**src/rtl/kipt_ram.sv**
```systemverilog
module kipt_ram #(
    parameter int unsigned WIDTH = 8,
    parameter int unsigned DEPTH = 64
) (
    input  logic                     i_clk,
    input  logic                     i_we,
    input  logic [$clog2(DEPTH)-1:0] i_waddr,
    input  logic [WIDTH-1:0]         i_wdata,
    input  logic [$clog2(DEPTH)-1:0] i_raddr,
    output logic [WIDTH-1:0]         o_rdata
);

    logic [WIDTH-1:0] r_mem [DEPTH];
    logic [WIDTH-1:0] r_rdata;

    always_ff @(posedge i_clk) begin
        if (i_we) begin
            r_mem[i_waddr] <= i_wdata;
        end
        r_rdata <= r_mem[i_raddr];
    end

    assign o_rdata = r_rdata;

endmodule

```
**config.mk**
```make
export PLATFORM = sky130hd
export DESIGN_NAME = kipt_ram
export DESIGN_NICKNAME = d
export VERILOG_FILES = /design/src/rtl/kipt_ram.sv
export SDC_FILE = /design/constraint.sdc
export NUM_CORES = 1
export LEC_CHECK = 0
export BUFFER_PORTS_ARGS = -buffer_cell sky130_fd_sc_hd__buf_2
export CAP_MARGIN = 15
export CORE_AREA = 10 10 236 238
export CTS_BUF_LIST = sky130_fd_sc_hd__clkbuf_8
export CTS_CLUSTER_DIAMETER = 50
export DETAILED_ROUTE_END_ITERATION = 16
export DIE_AREA = 0 0 246 248
export PLACE_DENSITY = 0.66
export SETUP_SLACK_MARGIN = 0.05
export SYNTH_ARGS = -nofsm -noshare
export SYNTH_HDL_FRONTEND = slang
export SYNTH_SLANG_ARGS = --single-unit
```
**constraint.sdc**
```tcl
create_clock -name i_clk -period 4.64 [get_ports i_clk]
set_input_delay 0.696 -clock i_clk [delete_from_list [all_inputs] [get_ports i_clk]]
set_output_delay 0.696 -clock i_clk [all_outputs]
set_load 0.02 [all_outputs]
```
==> run summary <==
Post-synth ARST share = 0%
Max FO, Critical Path = 67
TritonCTS clock tree = yes
Clk_skew = 0.0149 ns
Initial core utilization = 39.6%
Vias in the first global route = 9,984
Synth Register Bits = 520
Most common cell in the netlist = edfxtp_1
Yosys cell types = 40
Slack of the critical path = 1.94 ns
Wire length per cell = 25.2 µm
DR vias = 9,705
Share of the synthesized area in the top cell type = 76.2%
Worst-path clk slew = 0.06 ns
Syn. warnings = 0
Critical path endpoint category = register
Antenna-violating nets left = 0
Non-filler instance count after layout = 1,768
Worst skew pair latency = 0.60 ns
Top cells by area, synth = edfxtp_1, mux4_2, nor2_1, mux2i_1, dfxtp_1
Status = completed
Io pins = 30
CP startpoint kind = primary input
Kind of critical path = in2reg
Unrepaired setup endpoints after global routing = false
Final hold vios = 0
CP arrival = 3.17 ns
Fin area = 22,600 µm²
Area of the multi-input gates = 4320 µm²
Sequential area share after synthesis = 77.0%
Final RePlAce weighted congestion = 0.774
Clock Root Buffer = clkbuf_8
Final setup fails = 0
Core Footprint = 51,000 µm²
Die width = 246 µm
First-pass GRT wire length = 66,600 µm
Sequential cell area = 15,500 µm²
Row count = 83
Yosys top cell by area = edfxtp_1
DRC viols = 0
Setup TNS = 0 ns
P&R area growth vs syn = 12.0%
CP required = 5.11 ns
DR vias/cell = 5.49
Syn nets = 962
Final HPWL DP = 26,300 µm
Final net count = 1,045
CTS Buffer Depth = 3
Slew @ Worst Pin = 0.997 ns
Drt initial violations = 1,064
Fmax = 370 MHz
Clk sinks = 520
GRT overflow = 0
Initial antenna violation count = 3
Max-Cap Viols = 0
Number of instances in the placed design = 1,619
Peak supply drop = 0.152 mV
Shortest period the worst path allows = 2.70 ns
Final period util = 58.2%
Num CTS Buffers = 79
CTS Hold Bufs = 0
Fillers = 4,324
HP Class = in2reg
Area post-placement = 21,000 µm²
Total wire length = 44,500 µm
Post-Route Utilization = 44.3%
Ratio of cells with drive above 1 in the final layout = 27.1%
Post-synth top cells = edfxtp_1, mux4_2, nor2_1, mux2i_1, nand2_1
Mapped Cells = 940
Netlist Area Pre-Place = 20,200 µm²
Post-synth EDFFs = 512
Leak Pwr = 7.09 nW
Die height = 248 µm
CTS resizes = 0
Total global-route track usage = 14.8%
Post-placement worst setup slack = 1.26 ns
Largest net degree at the start of global routing = 68
Die Footprint = 61,000 µm²
PwrDens = 406 nW/µm²
Syn_area_per_cell = 21.5 µm²
Slew headroom = 33.3%
Setup repair bufs after CTS = 0
Count of input and output buffers = 29
DRT Pass-1 Iters = 5
H-tree levels = 3
Final hold slack = 0.529 ns
Max-slew violations = 0
Top_reg_cell synth = edfxtp_1
Power, Total = 9.17 mW
## path summary, 6_finish.rpt
path / start / to / slack, ns / cells past startpoint
max reg2reg: r_mem[3][0]$_DFFE_PP_ / o_rdata[0]$_DFF_P_ / 2.62 / 5
max: i_raddr[0] / o_rdata[7]$_DFF_P_ / 1.94 / 8
min reg2reg: r_mem[30][4]$_DFFE_PP_ / o_rdata[4]$_DFF_P_ / 0.87 / 3
min: i_raddr[5] / o_rdata[1]$_DFF_P_ / 0.53 / 3
## cells in the final DEF (no fill, tap or decap), types with 2 or more instances in the layout
| cell type | count |
|---|---|
| diode_2 | 2 |
| mux2_2 | 13 |
| o32ai_1 | 2 |
| o21ai_1 | 2 |
| clkinvlp_4 | 2 |
| o221a_2 | 2 |
| o22ai_1 | 8 |
| o21a_1 | 2 |
| a22oi_1 | 3 |
| clkinv_2 | 8 |
| nand3b_1 | 3 |
| buf_12 | 4 |
| nor2_1 | 83 |
| nor3_1 | 7 |
| o2bb2ai_1 | 3 |
| nand3_1 | 13 |
| buf_4 | 21 |
| nand4_1 | 2 |
| nor2b_1 | 14 |
| inv_1 | 32 |
| o21ai_0 | 2 |
| buf_2 | 26 |
| mux2i_1 | 23 |
| mux4_2 | 126 |
| dfxtp_1 | 8 |
| o221ai_1 | 8 |
| nand2_1 | 19 |
| nand2b_1 | 7 |
| o41ai_1 | 2 |
| a21oi_1 | 3 |
| clkinv_1 | 12 |
| a2111oi_0 | 2 |
| edfxtp_1 | 512 |
| a211oi_1 | 4 |
| o2111ai_1 | 3 |
| a221oi_1 | 6 |
| clkbuf_8 | 89 |
| nor4_1 | 2 |
## final cells by class
class | instances | share of cell area, %
Antenna cell | 2 | 0.0222
Clock inverter | 56 | 1.15
Timing Repair Buffer | 53 | 1.81
Multi-Input combinational cell | 369 | 19.1
Clock buffer | 88 | 5.36
Sequential cell | 520 | 68.8
Tap cell | 680 | 3.77
## per-layer routing
layer | vias up | track usage [%] | routed length (µm)
met2 | 394 | 23.4 | 21800
met4 | 4 | 4.61 | 823
li1 | 4111 | - | -
met3 | 68 | 3.85 | 3530
met1 | 5128 | 19.8 | 18400
met5 | - | 0 | 21
## flip-flops by register name, summed over array words and instances, names as in the netlist
signal,cells
o_rdata,8
r_mem,512
## kinds of logic (layout without fill, tap and decap cells)
logic type | count (synthesis) | after routing | share of synthesized area, %
compound gates | 54 | 54 | 2.07
buf+inv | 51 | 197 | 1.57
flops | 520 | 520 | 77.0
mux | 162 | 162 | 15.9
other cells | 0 | 2 | 0
simple gates | 153 | 153 | 3.39
## power breakdown
| part | switching [mW] | internal (mW) |
|---|---|---|
| Combinational | 0.303 | 0.183 |
| Sequential | 0.0145 | 5.20 |
| Clock | 1.68 | 1.80 |
| Total | 1.99 | 7.18 |
## worst max-delay path: stages
cell      delay, ns
clkbuf_8       0.59
buf_4          0.35
buf_4          0.29
mux4_2         0.55
mux2i_1        0.15
a31oi_1        0.12
o311ai_1       0.21
nand2_1        0.12
Note: power is estimated with default switching activity, not from simulation.
